### src/sv/sffp_pkg.sv
// Shared constants, types and the store request struct of the serial field frame parser.
// No dependencies; every other file of the block imports this package.
`timescale 1ns / 1ps
`default_nettype none

package sffp_pkg;

  localparam int MAX_FIELDS    = 8;
  localparam int MAX_FIELD_LEN = 16;

  localparam int FIELD_W    = (MAX_FIELDS > 1) ? $clog2(MAX_FIELDS) : 1;
  localparam int POS_W      = (MAX_FIELD_LEN > 1) ? $clog2(MAX_FIELD_LEN) : 1;
  localparam int LEN_W      = $clog2(MAX_FIELD_LEN + 1);
  localparam int COUNT_W    = $clog2(MAX_FIELDS + 1);
  localparam int BANK_AW    = FIELD_W + POS_W;
  localparam int ADDR_W     = BANK_AW + 1;
  localparam int BANK_DEPTH = 1 << BANK_AW;

  // fixed port widths
  localparam int BYTE_W   = 8;
  localparam int SEL_W    = 3;
  localparam int VALUE_W  = 16;
  localparam int FCOUNT_W = 4;
  localparam int KIND_W   = 3;
  localparam int FLEN_W   = 5;

  localparam logic [BYTE_W-1:0] CH_START = 8'h73; // 's'
  localparam logic [BYTE_W-1:0] CH_END   = 8'h65; // 'e'
  localparam logic [BYTE_W-1:0] CH_SEP   = 8'h2C; // ','
  localparam logic [BYTE_W-1:0] CH_CMD   = 8'h70; // 'p'
  localparam logic [BYTE_W-1:0] CH_ZERO  = 8'h30; // '0'
  localparam logic [BYTE_W-1:0] CH_ONE   = 8'h31; // '1'
  localparam logic [BYTE_W-1:0] CH_SIX   = 8'h36; // '6'
  localparam logic [BYTE_W-1:0] CH_NINE  = 8'h39; // '9'

  localparam logic [KIND_W-1:0] KIND_CMD = 3'd7;

  localparam logic ACT_BYTE  = 1'b0;
  localparam logic ACT_QUERY = 1'b1;

  typedef enum logic [1:0] {
    ST_IDLE,
    ST_CONV,
    ST_FINISH
  } state_t;

  typedef struct packed {
    logic              wr_en;
    logic [ADDR_W-1:0] wr_addr;
    logic [BYTE_W-1:0] wr_data;
    logic              clr_en;
    logic              clr_bank;
    logic [ADDR_W-1:0] rd_addr;
  } store_req_t;

endpackage

`default_nettype wire

### src/sv/sffp_if.sv
// Valid/ready channel interfaces for requests into and results out of the parser.
// Depends on sffp_pkg for payload widths.
`timescale 1ns / 1ps
`default_nettype none

interface sffp_req_if;
  import sffp_pkg::*;
  logic               valid;
  logic               ready;
  logic               action;
  logic [BYTE_W-1:0]  rx_byte;
  logic [SEL_W-1:0]   field_select;

  modport source (output valid, action, rx_byte, field_select, input ready);
  modport sink   (input valid, action, rx_byte, field_select, output ready);
endinterface

interface sffp_rsp_if;
  import sffp_pkg::*;
  logic                valid;
  logic                ready;
  logic [VALUE_W-1:0]  field_value;
  logic                frame_complete;
  logic [FCOUNT_W-1:0] frame_fields;
  logic [KIND_W-1:0]   frame_kind;
  logic [FLEN_W-1:0]   last_field_length;
  logic                receiving;

  modport source (output valid, field_value, frame_complete, frame_fields, frame_kind,
                  last_field_length, receiving, input ready);
  modport sink   (input valid, field_value, frame_complete, frame_fields, frame_kind,
                  last_field_length, receiving, output ready);
endinterface

`default_nettype wire

### src/sv/sffp_store.sv
// Two-bank byte store: one bank fills, the other holds the committed frame.
// Per-byte valid bits flag unwritten bytes, which the parser reads as zero. Depends on sffp_pkg.
`timescale 1ns / 1ps
`default_nettype none

module sffp_store (
  input  wire logic                        clk,
  input  wire logic                        rst,
  input  wire sffp_pkg::store_req_t        ctl,
  output logic [sffp_pkg::BYTE_W-1:0]      rd_data,
  output logic                             rd_valid
);
  import sffp_pkg::*;

  logic [BYTE_W-1:0]     mem [2*BANK_DEPTH];
  logic [BANK_DEPTH-1:0] valid_bits [2];

  always_ff @(posedge clk) begin
    if (ctl.wr_en) begin
      mem[ctl.wr_addr] <= ctl.wr_data;
    end
    rd_data <= mem[ctl.rd_addr];
  end

  always_ff @(posedge clk) begin
    if (rst) begin
      valid_bits[0] <= '0;
      valid_bits[1] <= '0;
      rd_valid      <= 1'b0;
    end else begin
      if (ctl.clr_en) begin
        valid_bits[ctl.clr_bank] <= '0;
      end
      if (ctl.wr_en) begin
        valid_bits[ctl.wr_addr[ADDR_W-1]][ctl.wr_addr[BANK_AW-1:0]] <= 1'b1;
      end
      rd_valid <= valid_bits[ctl.rd_addr[ADDR_W-1]][ctl.rd_addr[BANK_AW-1:0]];
    end
  end

`ifndef SYNTHESIS
  // data bytes and frame end never coincide
  a_no_wr_on_clr: assert property (@(posedge clk) disable iff (rst)
    !(ctl.wr_en && ctl.clr_en))
    else $error("store write and bank clear in the same cycle");

  a_clr_empties: assert property (@(posedge clk) disable iff (rst)
    ctl.clr_en |=> (valid_bits[$past(ctl.clr_bank)] == '0))
    else $error("bank not empty after clear");

  a_wr_marks: assert property (@(posedge clk) disable iff (rst)
    ctl.wr_en |=>
      valid_bits[$past(ctl.wr_addr[ADDR_W-1])][$past(ctl.wr_addr[BANK_AW-1:0])])
    else $error("written byte not marked valid");
`endif

endmodule

`default_nettype wire

### src/sv/serial_field_frame_parser_unit.sv
// Serial field frame parser: byte reception, frame commit and field-to-number queries.
// A received byte passes from idle to the finish state and then into the result register;
//   a query first walks the stored bytes in the conversion state, the stopping non-digit
//   included (at most the field length, 16 here), and then passes through the finish state.
// The unit takes no new request until the last result is loaded; the query loop steps the
//   multiply-by-ten unit once per stored byte, fed by the store's single registered read port.
// Reset (rst, synchronous): the state, frame status, field lengths, result valid and store
//   valid bits clear together; no clearing pass. Depends on sffp_pkg, sffp_if, sffp_store.
`timescale 1ns / 1ps
`default_nettype none

module serial_field_frame_parser_unit (
  input wire logic  clk,
  input wire logic  rst,
  sffp_req_if.sink  req,
  sffp_rsp_if.source rsp
);
  import sffp_pkg::*;

  localparam logic [FIELD_W-1:0] LAST_FIELD = FIELD_W'(MAX_FIELDS - 1);
  localparam logic [LEN_W-1:0]   FULL_LEN   = LEN_W'(MAX_FIELD_LEN);

  state_t state, state_next;

  // frame status
  logic               recv;
  logic               end_flag;
  logic               detect;
  logic [FIELD_W-1:0] cur_field;
  logic [LEN_W-1:0]   cur_len;
  logic [COUNT_W-1:0] commit_count;
  logic [LEN_W-1:0]   commit_len;
  logic [KIND_W-1:0]  kind;
  logic               bank;          // bank holding the committed frame
  logic [LEN_W-1:0]   field_len [MAX_FIELDS];

  // query loop
  logic [VALUE_W-1:0] acc;
  logic [POS_W-1:0]   idx;
  logic [FIELD_W-1:0] q_sel;
  logic [LEN_W-1:0]   q_len;

  logic out_valid;

  // decode
  logic               accept;
  logic               is_byte, is_start, is_end, is_sep, is_data;
  logic [BYTE_W-1:0]  c;
  logic [7:0]         sel_wide;
  logic [FIELD_W-1:0] sel_idx;
  logic               sel_miss;
  logic [LEN_W-1:0]   sel_len;
  logic               start_conv;

  // multiply-by-ten-and-add unit of the query loop
  logic [BYTE_W-1:0]  byte_q;
  logic               is_digit;
  logic [3:0]         digit;
  logic [VALUE_W-1:0] mac;
  logic               last_pos;
  logic               out_free;
  logic               load_out;

  store_req_t         sreq;
  logic [BYTE_W-1:0]  rd_data;
  logic               rd_valid;

  assign c        = req.rx_byte;
  assign accept   = req.valid && req.ready;
  assign is_byte  = (req.action == ACT_BYTE);
  assign is_start = (c == CH_START);
  assign is_end   = (c == CH_END);
  assign is_sep   = (c == CH_SEP);
  assign is_data  = !(is_start || is_end || is_sep);

  assign sel_wide = 8'(req.field_select);
  assign sel_idx  = FIELD_W'(req.field_select);
  // out-of-range selects give 0; the count check covers fields never committed
  assign sel_miss = (sel_wide >= 8'(commit_count)) || (sel_wide >= 8'(MAX_FIELDS));
  assign sel_len  = field_len[sel_idx];
  assign start_conv = !is_byte && !sel_miss && (sel_len != '0);

  // bytes never written in the committed frame read as zero, a non-digit
  assign byte_q   = rd_valid ? rd_data : '0;
  assign is_digit = byte_q inside {[CH_ZERO:CH_NINE]};
  assign digit    = 4'(byte_q - CH_ZERO);
  assign mac      = (acc << 3) + (acc << 1) + VALUE_W'(digit);   // wraps at 16 bits
  assign last_pos = ((LEN_W'(idx) + LEN_W'(1)) == q_len);

  assign out_free = !out_valid || rsp.ready;
  assign load_out = (state == ST_FINISH) && out_free;

  always_comb begin
    sreq          = '0;
    sreq.wr_en    = accept && is_byte && is_data && recv && (cur_len != FULL_LEN);
    sreq.wr_addr  = {~bank, cur_field, POS_W'(cur_len)};
    sreq.wr_data  = c;
    // on 'e' the filled bank becomes committed and the old committed bank is emptied
    sreq.clr_en   = accept && is_byte && is_end;
    sreq.clr_bank = bank;
    if (state == ST_CONV) begin
      sreq.rd_addr = {bank, q_sel, idx + POS_W'(1)};
    end else begin
      sreq.rd_addr = {bank, sel_idx, POS_W'(0)};
    end
  end

  sffp_store u_store (
    .clk      (clk),
    .rst      (rst),
    .ctl      (sreq),
    .rd_data  (rd_data),
    .rd_valid (rd_valid)
  );

  always_ff @(posedge clk) begin
    if (rst) begin
      state <= ST_IDLE;
    end else begin
      state <= state_next;
    end
  end

  always_comb begin
    state_next = state;
    req.ready  = 1'b0;
    case (state)
      ST_IDLE: begin
        req.ready = 1'b1;
        if (req.valid) begin
          state_next = start_conv ? ST_CONV : ST_FINISH;
        end
      end
      ST_CONV: begin
        if (!is_digit || last_pos) begin
          state_next = ST_FINISH;
        end
      end
      ST_FINISH: begin
        if (out_free) begin
          state_next = ST_IDLE;
        end
      end
      default: state_next = ST_IDLE;
    endcase
  end

  // frame status registers
  always_ff @(posedge clk) begin
    if (rst) begin
      recv         <= 1'b0;
      end_flag     <= 1'b0;
      detect       <= 1'b0;
      cur_field    <= '0;
      cur_len      <= '0;
      commit_count <= '0;
      commit_len   <= '0;
      kind         <= '0;
      bank         <= 1'b0;
      for (int i = 0; i < MAX_FIELDS; i++) begin
        field_len[i] <= '0;
      end
    end else if (accept && is_byte) begin
      if (is_start) begin
        recv      <= 1'b1;
        end_flag  <= 1'b0;
        detect    <= 1'b1;
        cur_len   <= '0;
        cur_field <= '0;
      end else if (is_end) begin
        field_len[cur_field] <= cur_len;
        recv         <= 1'b0;
        end_flag     <= 1'b1;
        commit_len   <= cur_len;
        commit_count <= COUNT_W'(cur_field) + COUNT_W'(1);
        cur_field    <= '0;
        cur_len      <= '0;
        bank         <= ~bank;
      end else if (is_sep) begin
        field_len[cur_field] <= cur_len;
        // past the last field, later fields overwrite it
        if (cur_field != LAST_FIELD) begin
          cur_field <= cur_field + FIELD_W'(1);
        end
        cur_len <= '0;
      end else begin
        if (detect) begin
          if (c inside {[CH_ONE:CH_SIX]}) begin
            kind <= KIND_W'(c - CH_ZERO);
          end else if (c == CH_CMD) begin
            kind <= KIND_CMD;
          end
          detect <= 1'b0;
        end
        if (sreq.wr_en) begin
          cur_len <= cur_len + LEN_W'(1);
        end
      end
    end
  end

  // query loop registers
  always_ff @(posedge clk) begin
    if (state == ST_IDLE) begin
      acc   <= '0;
      idx   <= '0;
      q_sel <= sel_idx;
      q_len <= sel_len;
    end else if (state == ST_CONV) begin
      if (!is_digit) begin
        acc <= VALUE_W'(byte_q);
      end else begin
        acc <= mac;
        idx <= idx + POS_W'(1);
      end
    end
  end

  // result register
  always_ff @(posedge clk) begin
    if (rst) begin
      out_valid <= 1'b0;
    end else if (load_out) begin
      out_valid <= 1'b1;
    end else if (rsp.ready) begin
      out_valid <= 1'b0;
    end
  end

  always_ff @(posedge clk) begin
    if (load_out) begin
      rsp.field_value       <= acc;
      rsp.frame_complete    <= end_flag;
      rsp.frame_fields      <= FCOUNT_W'(commit_count);
      rsp.frame_kind        <= kind;
      rsp.last_field_length <= FLEN_W'(commit_len);
      rsp.receiving         <= recv;
    end
  end

  assign rsp.valid = out_valid;

`ifndef SYNTHESIS
  a_conv_bounds: assert property (@(posedge clk) disable iff (rst)
    (state == ST_CONV) |-> ((q_len != '0) && (LEN_W'(idx) < q_len)))
    else $error("query loop position out of field");

  a_recv_end_excl: assert property (@(posedge clk) disable iff (rst)
    !(recv && end_flag))
    else $error("receiving and frame complete both set");

  a_end_count: assert property (@(posedge clk) disable iff (rst)
    end_flag |-> (commit_count != '0))
    else $error("committed frame with no fields");

  a_len_cap: assert property (@(posedge clk) disable iff (rst)
    cur_len <= FULL_LEN)
    else $error("field length beyond capacity");
`endif

endmodule

`default_nettype wire
### src/flat_wrapper.sv
// flat-port wrapper written by rule: the top's interface ports become plain ports
module serial_field_frame_parser_unit_flat import sffp_pkg::*;
  (clk, rst, req_valid, req_action, req_rx_byte, req_field_select, req_ready, rsp_valid, rsp_field_value, rsp_frame_complete, rsp_frame_fields, rsp_frame_kind, rsp_last_field_length, rsp_receiving, rsp_ready);
  sffp_req_if req_i ();
  sffp_rsp_if rsp_i ();
  input wire logic clk;
  input wire logic rst;
  input wire logic [$bits(req_i.valid)-1:0] req_valid;
  input wire logic [$bits(req_i.action)-1:0] req_action;
  input wire logic [$bits(req_i.rx_byte)-1:0] req_rx_byte;
  input wire logic [$bits(req_i.field_select)-1:0] req_field_select;
  output wire logic [$bits(req_i.ready)-1:0] req_ready;
  output wire logic [$bits(rsp_i.valid)-1:0] rsp_valid;
  output wire logic [$bits(rsp_i.field_value)-1:0] rsp_field_value;
  output wire logic [$bits(rsp_i.frame_complete)-1:0] rsp_frame_complete;
  output wire logic [$bits(rsp_i.frame_fields)-1:0] rsp_frame_fields;
  output wire logic [$bits(rsp_i.frame_kind)-1:0] rsp_frame_kind;
  output wire logic [$bits(rsp_i.last_field_length)-1:0] rsp_last_field_length;
  output wire logic [$bits(rsp_i.receiving)-1:0] rsp_receiving;
  input wire logic [$bits(rsp_i.ready)-1:0] rsp_ready;
  assign req_i.valid = req_valid;
  assign req_i.action = req_action;
  assign req_i.rx_byte = req_rx_byte;
  assign req_i.field_select = req_field_select;
  assign req_ready = req_i.ready;
  assign rsp_valid = rsp_i.valid;
  assign rsp_field_value = rsp_i.field_value;
  assign rsp_frame_complete = rsp_i.frame_complete;
  assign rsp_frame_fields = rsp_i.frame_fields;
  assign rsp_frame_kind = rsp_i.frame_kind;
  assign rsp_last_field_length = rsp_i.last_field_length;
  assign rsp_receiving = rsp_i.receiving;
  assign rsp_i.ready = rsp_ready;
  serial_field_frame_parser_unit u_core (.clk(clk), .rst(rst), .req(req_i), .rsp(rsp_i));
endmodule
### config.mk
export PLATFORM = sky130hd
export DESIGN_NAME = serial_field_frame_parser_unit_flat
export DESIGN_NICKNAME = d
export VERILOG_FILES = /design/src/sv/sffp_pkg.sv /design/src/sv/sffp_if.sv /design/src/sv/sffp_store.sv /design/src/sv/serial_field_frame_parser_unit.sv /design/src/flat_wrapper.sv
export SDC_FILE = /design/constraint.sdc
export NUM_CORES = 2
export LEC_CHECK = 0
export BUFFER_PORTS_ARGS = -buffer_cell sky130_fd_sc_hd__buf_4
export CELL_PAD_IN_SITES_DETAIL_PLACEMENT = 0
export CELL_PAD_IN_SITES_GLOBAL_PLACEMENT = 1
export CORE_MARGIN = 1
export CORE_UTILIZATION = 35
export DETAILED_ROUTE_END_ITERATION = 6
export MAX_ROUTING_LAYER = met4
export PLACE_DENSITY = 0.55
export SKIP_CTS_REPAIR_TIMING = 1
export SLEW_MARGIN = 15
export SYNTH_ARGS = -nofsm -noshare
export SYNTH_HDL_FRONTEND = slang
export SYNTH_SLANG_ARGS = --single-unit
### constraint.sdc
create_clock -name clk -period 4 [get_ports clk]
set_clock_uncertainty 0.15 [all_clocks]
set_input_delay 0.2 -clock clk [delete_from_list [all_inputs] [get_ports clk]]
set_output_delay 0.2 -clock clk [all_outputs]
set_load 0.02 [all_outputs]
Word-level counts from Yosys, hierarchy flattened --
Memories as Yosys holds them, arrays and structs flattened. A register that Yosys moved wholly into a read port is not among the register bits. Index checks and enable logic that the tools add are counted.
Operators by class: add/sub/neg operators 9, mux-type cells 64, $lt $le $gt $ge 9, reduce and logical (&&, ||, !) cells 40, bitwise operators 6, equality and inequality tests 14
Operator list (number):
- $mux 128 | 4
- $reduce_or 128->1 | 2
- $mux 1 | 37
- $mux 5 | 6
- $eq 8x7->1 const B | 3
- $mux 3 | 7
- $add 16x16->16 | 1
- $add 16x4->16 | 1
- $ge 8x6->1 const B | 2
- $le 8x6->1 const B | 2
- $lt 7x8->1 const B | 2
- $mux 16 | 1
- $logic_and 1x1->1 | 12
- $reduce_and 3->1 | 4
- $eq 8x6->1 const B | 1
- $mux 2 | 4
- $mux 8 | 1
- $ne 2x1->1 const B | 4
- $bmux 1 s7 | 1
- $demux 1 s7 | 1
- $ge 7x1->1 const B | 1
- $mux 7 | 1
- $pmux 2 s3 | 1
- $reduce_and 2->1 | 3
- 26 further kinds | 40
Word-level totals: input port bits 16, register bits 86, output and inout port bits 32, memories kept 3, word-level logic and storage cells 167, bits in writable memories 2344
Memories:
- u_core.u_store.mem | words 256, width 8, rd ports 1, clocked after Yosys merged registers in 1, wr ports 1, RTL line sffp_store.sv:15 | logic [BYTE_W-1:0] mem [2*BANK_DEPTH];
- u_core.u_store.valid_bits | words 2, width 128, rd ports 1, clocked after Yosys merged registers in 1, wr ports 2, RTL line sffp_store.sv:16 | logic [BANK_DEPTH-1:0] valid_bits [2];
- u_core.field_len | words 8, width 5, rd ports 1, clocked after Yosys merged registers in 0, wr ports 8, RTL line serial_field_frame_parser_unit.sv:35 | logic [LEN_W-1:0] field_len [MAX_FIELDS];

Depth between registers and ports, before layout --
depth after elaboration 12, mapped depth 14, mapped depth without buffers 12

Cells and area by module --
A second synthesis with hierarchy kept.
Unflattened totals: cell total of the unflattened synthesis 4853, area total of the unflattened synthesis 95445.3 um^2
By module, submodules not included:
- sffp_store | area each 89389.5 um^2, instances 1, sequential area each 66804.1 um^2, cells each 4302
- serial_field_frame_parser_unit | area each 6055.8 um^2, instances 1, sequential area each 3283.1 um^2, cells each 551

Least setup slack after synthesis --
OpenSTA, ideal clock, no wires.
path type register -> register, start reg u_core.cur_len[0], end mem u_core.u_store.mem[117][0], enable pin, arrival time 2962 ps, slack 518 ps, path buffers 6, stages on the path, launching flop included 13, setup time 370 ps, clock period less this slack 3482 ps, data required time 3480 ps, cells stage by stage dfxtp_1 -> clkbuf_1 -> inv_1 -> clkbuf_1 -> ha_1 -> nand3_1 -> o2111a_1 -> buf_4 -> buf_2 -> buf_1 -> nand3_1 -> clkbuf_1 -> nor2_1
Between the ends: cells in the longest elaborated chain, start to end 4
RTL lines:
- start, declared | RTL line serial_field_frame_parser_unit.sv:30 | logic [LEN_W-1:0] cur_len;
- start signal, assigned | RTL line serial_field_frame_parser_unit.sv:196 | cur_len <= cur_len + LEN_W'(1);
- $ne 5x5->1 | RTL line serial_field_frame_parser_unit.sv:95 | sreq.wr_en = accept && is_byte && is_data && recv && (cur_len != FULL_LEN);
- $logic_and 1x1->1 | RTL line serial_field_frame_parser_unit.sv:95
- $mux 1 | RTL line sffp_store.sv:19 | if (ctl.wr_en) begin
- $mux 1 (implied by the code) | RTL line sffp_store.sv:20 | mem[ctl.wr_addr] <= ctl.wr_data;
- end, declared | RTL line sffp_store.sv:15
Parallel ways exist; a longest one is shown, timed or not.

Worst setup path after layout --
start reg u_core.idx[0], end reg u_core.u_store.rd_data[2] in the netlist's numbering, read port of u_core.u_store.mem
Between the ends: cells in the longest elaborated chain, start to end 2
RTL lines:
- start, declared | RTL line serial_field_frame_parser_unit.sv:39 | logic [POS_W-1:0] idx;
- start signal, assigned | RTL line serial_field_frame_parser_unit.sv:214 | idx <= idx + POS_W'(1);
- $add 4x1->4 | RTL line serial_field_frame_parser_unit.sv:102 | sreq.rd_addr = {bank, q_sel, idx + POS_W'(1)};
- $mux 7 | RTL line serial_field_frame_parser_unit.sv:101 | if (state == ST_CONV) begin
- end, declared | RTL line sffp_store.sv:10 | output logic [sffp_pkg::BYTE_W-1:0] rd_data,
Every way passes these cells. A chain may end at the register's enable or synchronous reset.

==> run metrics <==
DRC viols=0; Sequential Power Share=51.7%; share of the synthesized area in the top cell type=72.0%; hold depth=2; total CTS buffers=275; # nets final=6910; antenna violations before repair=8; clk_lat worst skew=910 ps; CTS tree=built; CTS HTree Levels=5; Final Setup Violations=0; Main synth FF type=edfxtp_1; Power, Total=54.7 mW; crit end category=flip-flop; syn_area_per_cell=15.7 sq um; antenna-violating nets left=0; Placer Congestion=just under 0.9; post-synthesis mux area share=7.14%; Comb power frac=approximately 2.9%; max cap viols=0; largest net degree at the start of global routing=105; Seq cells post-synth=between 2000 and 2500; cell area after synthesis=0.0994 sq mm; commonest non-fill, non-tap cell in the layout=edfxtp_1; RSZ-0062 raised after global routing=no; Slew Limit Headroom=23.4%; Ys Warns=0; Clk pwr share=45.3%; internal power=around 43 mW; ratio of cells with drive above 1 in the final layout=21.3%; Max Fclk=~250 MHz; pre-CTS setup slack=-297 ps; Max Buffers Root-to-Sink=4; vias in the first global route=61400; via/cell ratio=5.75; total global-route track usage=about a quarter; part of the cycle the worst path needs=98.3%; max-slew violations=0; Seq/Total Area, Yosys=73.1%; Net Sw Frac=21.4%; cell taking the most area after synthesis=edfxtp_1; clock slew at reported path FFs=approximately 60 ps; outcome=complete, no violations; Die Ht=535 um; RR Startpoint=u_core.idx[0]$_SDFFE_PN0P_; FILL cells=~25000; Post-DP HPWL=around 210000 um; Die ar.=0.286 sq mm; Buffers on Ports=47; P_sw=11.7 mW; setup ws final=69.8 ps; routed via count=62200; WP data arrival=4540 ps; Least-Margin Pin Slew=between 1000 and 1500 ps; Post-synth EDFFs=2382; WP data required=4610 ps; Pleak=37.9 nW; P&R area growth vs syn=18.4%; largest family of logic cells by synthesized area=compound AO/OA/AOI/OAI gates; Die X=~530 um; syn_nets=6401; xor/xnor cell area share of the yosys netlist=0.264%; Power Density=465 mW/mm^2; Synth Area in Simple Gates=6.10%; WS Path Type=reg -> reg; adder-cell share of the synthesized area=0.531%; clock root buffer=clkbuf_16; WL/cell=31.2 um; Crit Path Max Fanout=23; Pre-antenna DRT Iters=6; initial DRC count=approximately 6900; reg2reg path depth=11; Peak VDD IR=300 uV; Rows=just under 200; most frequent cells in the layout=edfxtp_1 (2382), buf_4 (662), nor2_1 (647), o21ai_0 (377), nand2_1 (353); IO Count=48; Clock Sinks=2439; Final Hold Vio Count=0; R2R setup slack=70 ps; first-pass GRT wire length=476000 um; hold path startpoint=req_rx_byte[7]; Compound-Gate Fraction of Synth Area=between 10% and 20%; floorplan core area=~0.28 sq mm; FF-to-FF End=u_core.u_store.rd_data[2]$_DFF_P_; final wirelength=338000 um; Worst Hold Class=in -> reg; Synth async-reset ratio=0%; Synth cell types=88; Starting Density=35.2%; total gr overflow=0; cell count after synthesis=about 6300; dominant cells by area after synthesis=edfxtp_1 (72%), mux4_2 (6.1%), o221ai_1 (2.7%); min Tclk post-route=approximately 4000 ps; Worst Setup Start Kind=flip-flop; Hold Path Sink=u_core.u_store.mem[157][7]$_DFFE_PP_
## cell usage after synthesis, types with 17 or more instances
master and n:
mux4_2 269, nand4_1 25, nor2_1 653, and3_1 29
mux2_2 28, dfxtp_1 57, and2_1 24, a31oi_1 81
buf_1 33, nand2b_1 22, a221oi_1 23, or2_2 20
o22ai_1 211, a22oi_1 42, o2111ai_1 24, nor3_1 63
a211o_1 17, o21ai_0 377, o211ai_1 48, mux2i_1 72
buf_4 25, edfxtp_1 2382, a211oi_1 52, a21oi_1 173
buf_2 172, o221ai_1 308, nand3_1 134, ha_1 39
nand2_1 354, o21bai_1 23, a21o_1 33, clkbuf_1 301
## routing by layer
layer	vias to the layer above	share of wire, %	track usage [%]
met2	2477	48	37.8
li1	26500	-	-
met1	32800	43	32.5
met4	0	3.0	6.42
met3	443	6.8	3.17
met5	-	0	-
## layout make-up
class	instances	area (sq um)	share of cell area, %
well taps	3743	4680	3.98
inverters	13	56.3	0.0479
flip-flops and latches	2439	72700	61.8
clock buffers	357	7440	6.32
diodes	7	17.5	0.0149
multi-input cells	3348	24400	20.8
clock inverters	137	1290	1.10
repair buffers	776	7030	5.98
## sequential cells by signal (all words and copies together) (netlist names), 5 cells and up, named ones only
name	flops
u_core.field_len	40
u_core.acc	16
u_core.u_store.valid_bits	256
u_core.cur_len	5
u_core.rsp.field_value	16
u_core.u_store.rd_data	8
u_core.u_store.mem	2048
u_core.commit_len	5
u_core.rsp.last_field_length	5
u_core.q_len	5
## cell families (layout without fill, tap and decap cells)
group / count (synthesis) / after routing
AOI/OAI and AO/OA: 1515 / 1515
DFF: 2439 / 2439
other: 0 / 7
and+or+nand+nor: 1395 / 1396
xor gates and xnor gates: 27 / 27
adders and majority gates: 41 / 41
muxes: 369 / 369
buffers and inverters: 558 / 1283
## how the worst max path moves through the flow
stage,from,depth (start not counted),to
after global placement,u_core.state[0]$_SDFFE_PP0P_,9,u_core.u_store.rd_data[6]$_DFF_P_
final,u_core.idx[0]$_SDFFE_PN0P_,11,u_core.u_store.rd_data[2]$_DFF_P_
after floorplan,u_core.cur_len[0]$_SDFFE_PP0P_,12,u_core.u_store.mem[117][0]$_DFFE_PP_
after detailed placement,u_core.idx[0]$_SDFFE_PN0P_,10,u_core.u_store.rd_data[1]$_DFF_P_
after CTS,u_core.idx[0]$_SDFFE_PN0P_,10,u_core.u_store.rd_data[6]$_DFF_P_
after global routing,u_core.state[0]$_SDFFE_PP0P_,12,u_core.u_store.rd_data[2]$_DFF_P_
## worst max-delay path, cell delays in order, from the launching register on
cell and delay [ps]:
dfxtp_2 350, buf_12 220, and3_1 400, mux2i_4 720
nor2_4 240, nor2_1 260, buf_4 200, a22oi_1 200
a211oi_2 400, nor4_1 120, buf_4 210, a211o_1 300
## stage by stage
step           hold WS (ps)  std cells  setup TNS (ps)  cell area [sq um]  util (%)
2_1_floorplan           149       6344               0              99400         -
3_3_place_gp            261      10300           -1640             109000      38.5
3_5_place_dp            274      10300           -1060             109000      38.5
4_1_cts                -640      10800           -1070             117000      41.6
5_1_grt                16.3      10800               0             118000      41.7
6_report               13.2      10800               0             118000      41.7
## power groups by stage
stage	sequential (mW)	combinational (mW)	clock, mW
2_1_floorplan	28.8	0.603	0
3_3_place_gp	28.8	1.57	0
3_5_place_dp	28.8	1.59	0
4_1_cts	28.3	1.59	25.2
5_1_grt	28.3	1.68	26.2
6_report	28.3	1.60	24.8
Power figures use the tool's default switching activity.
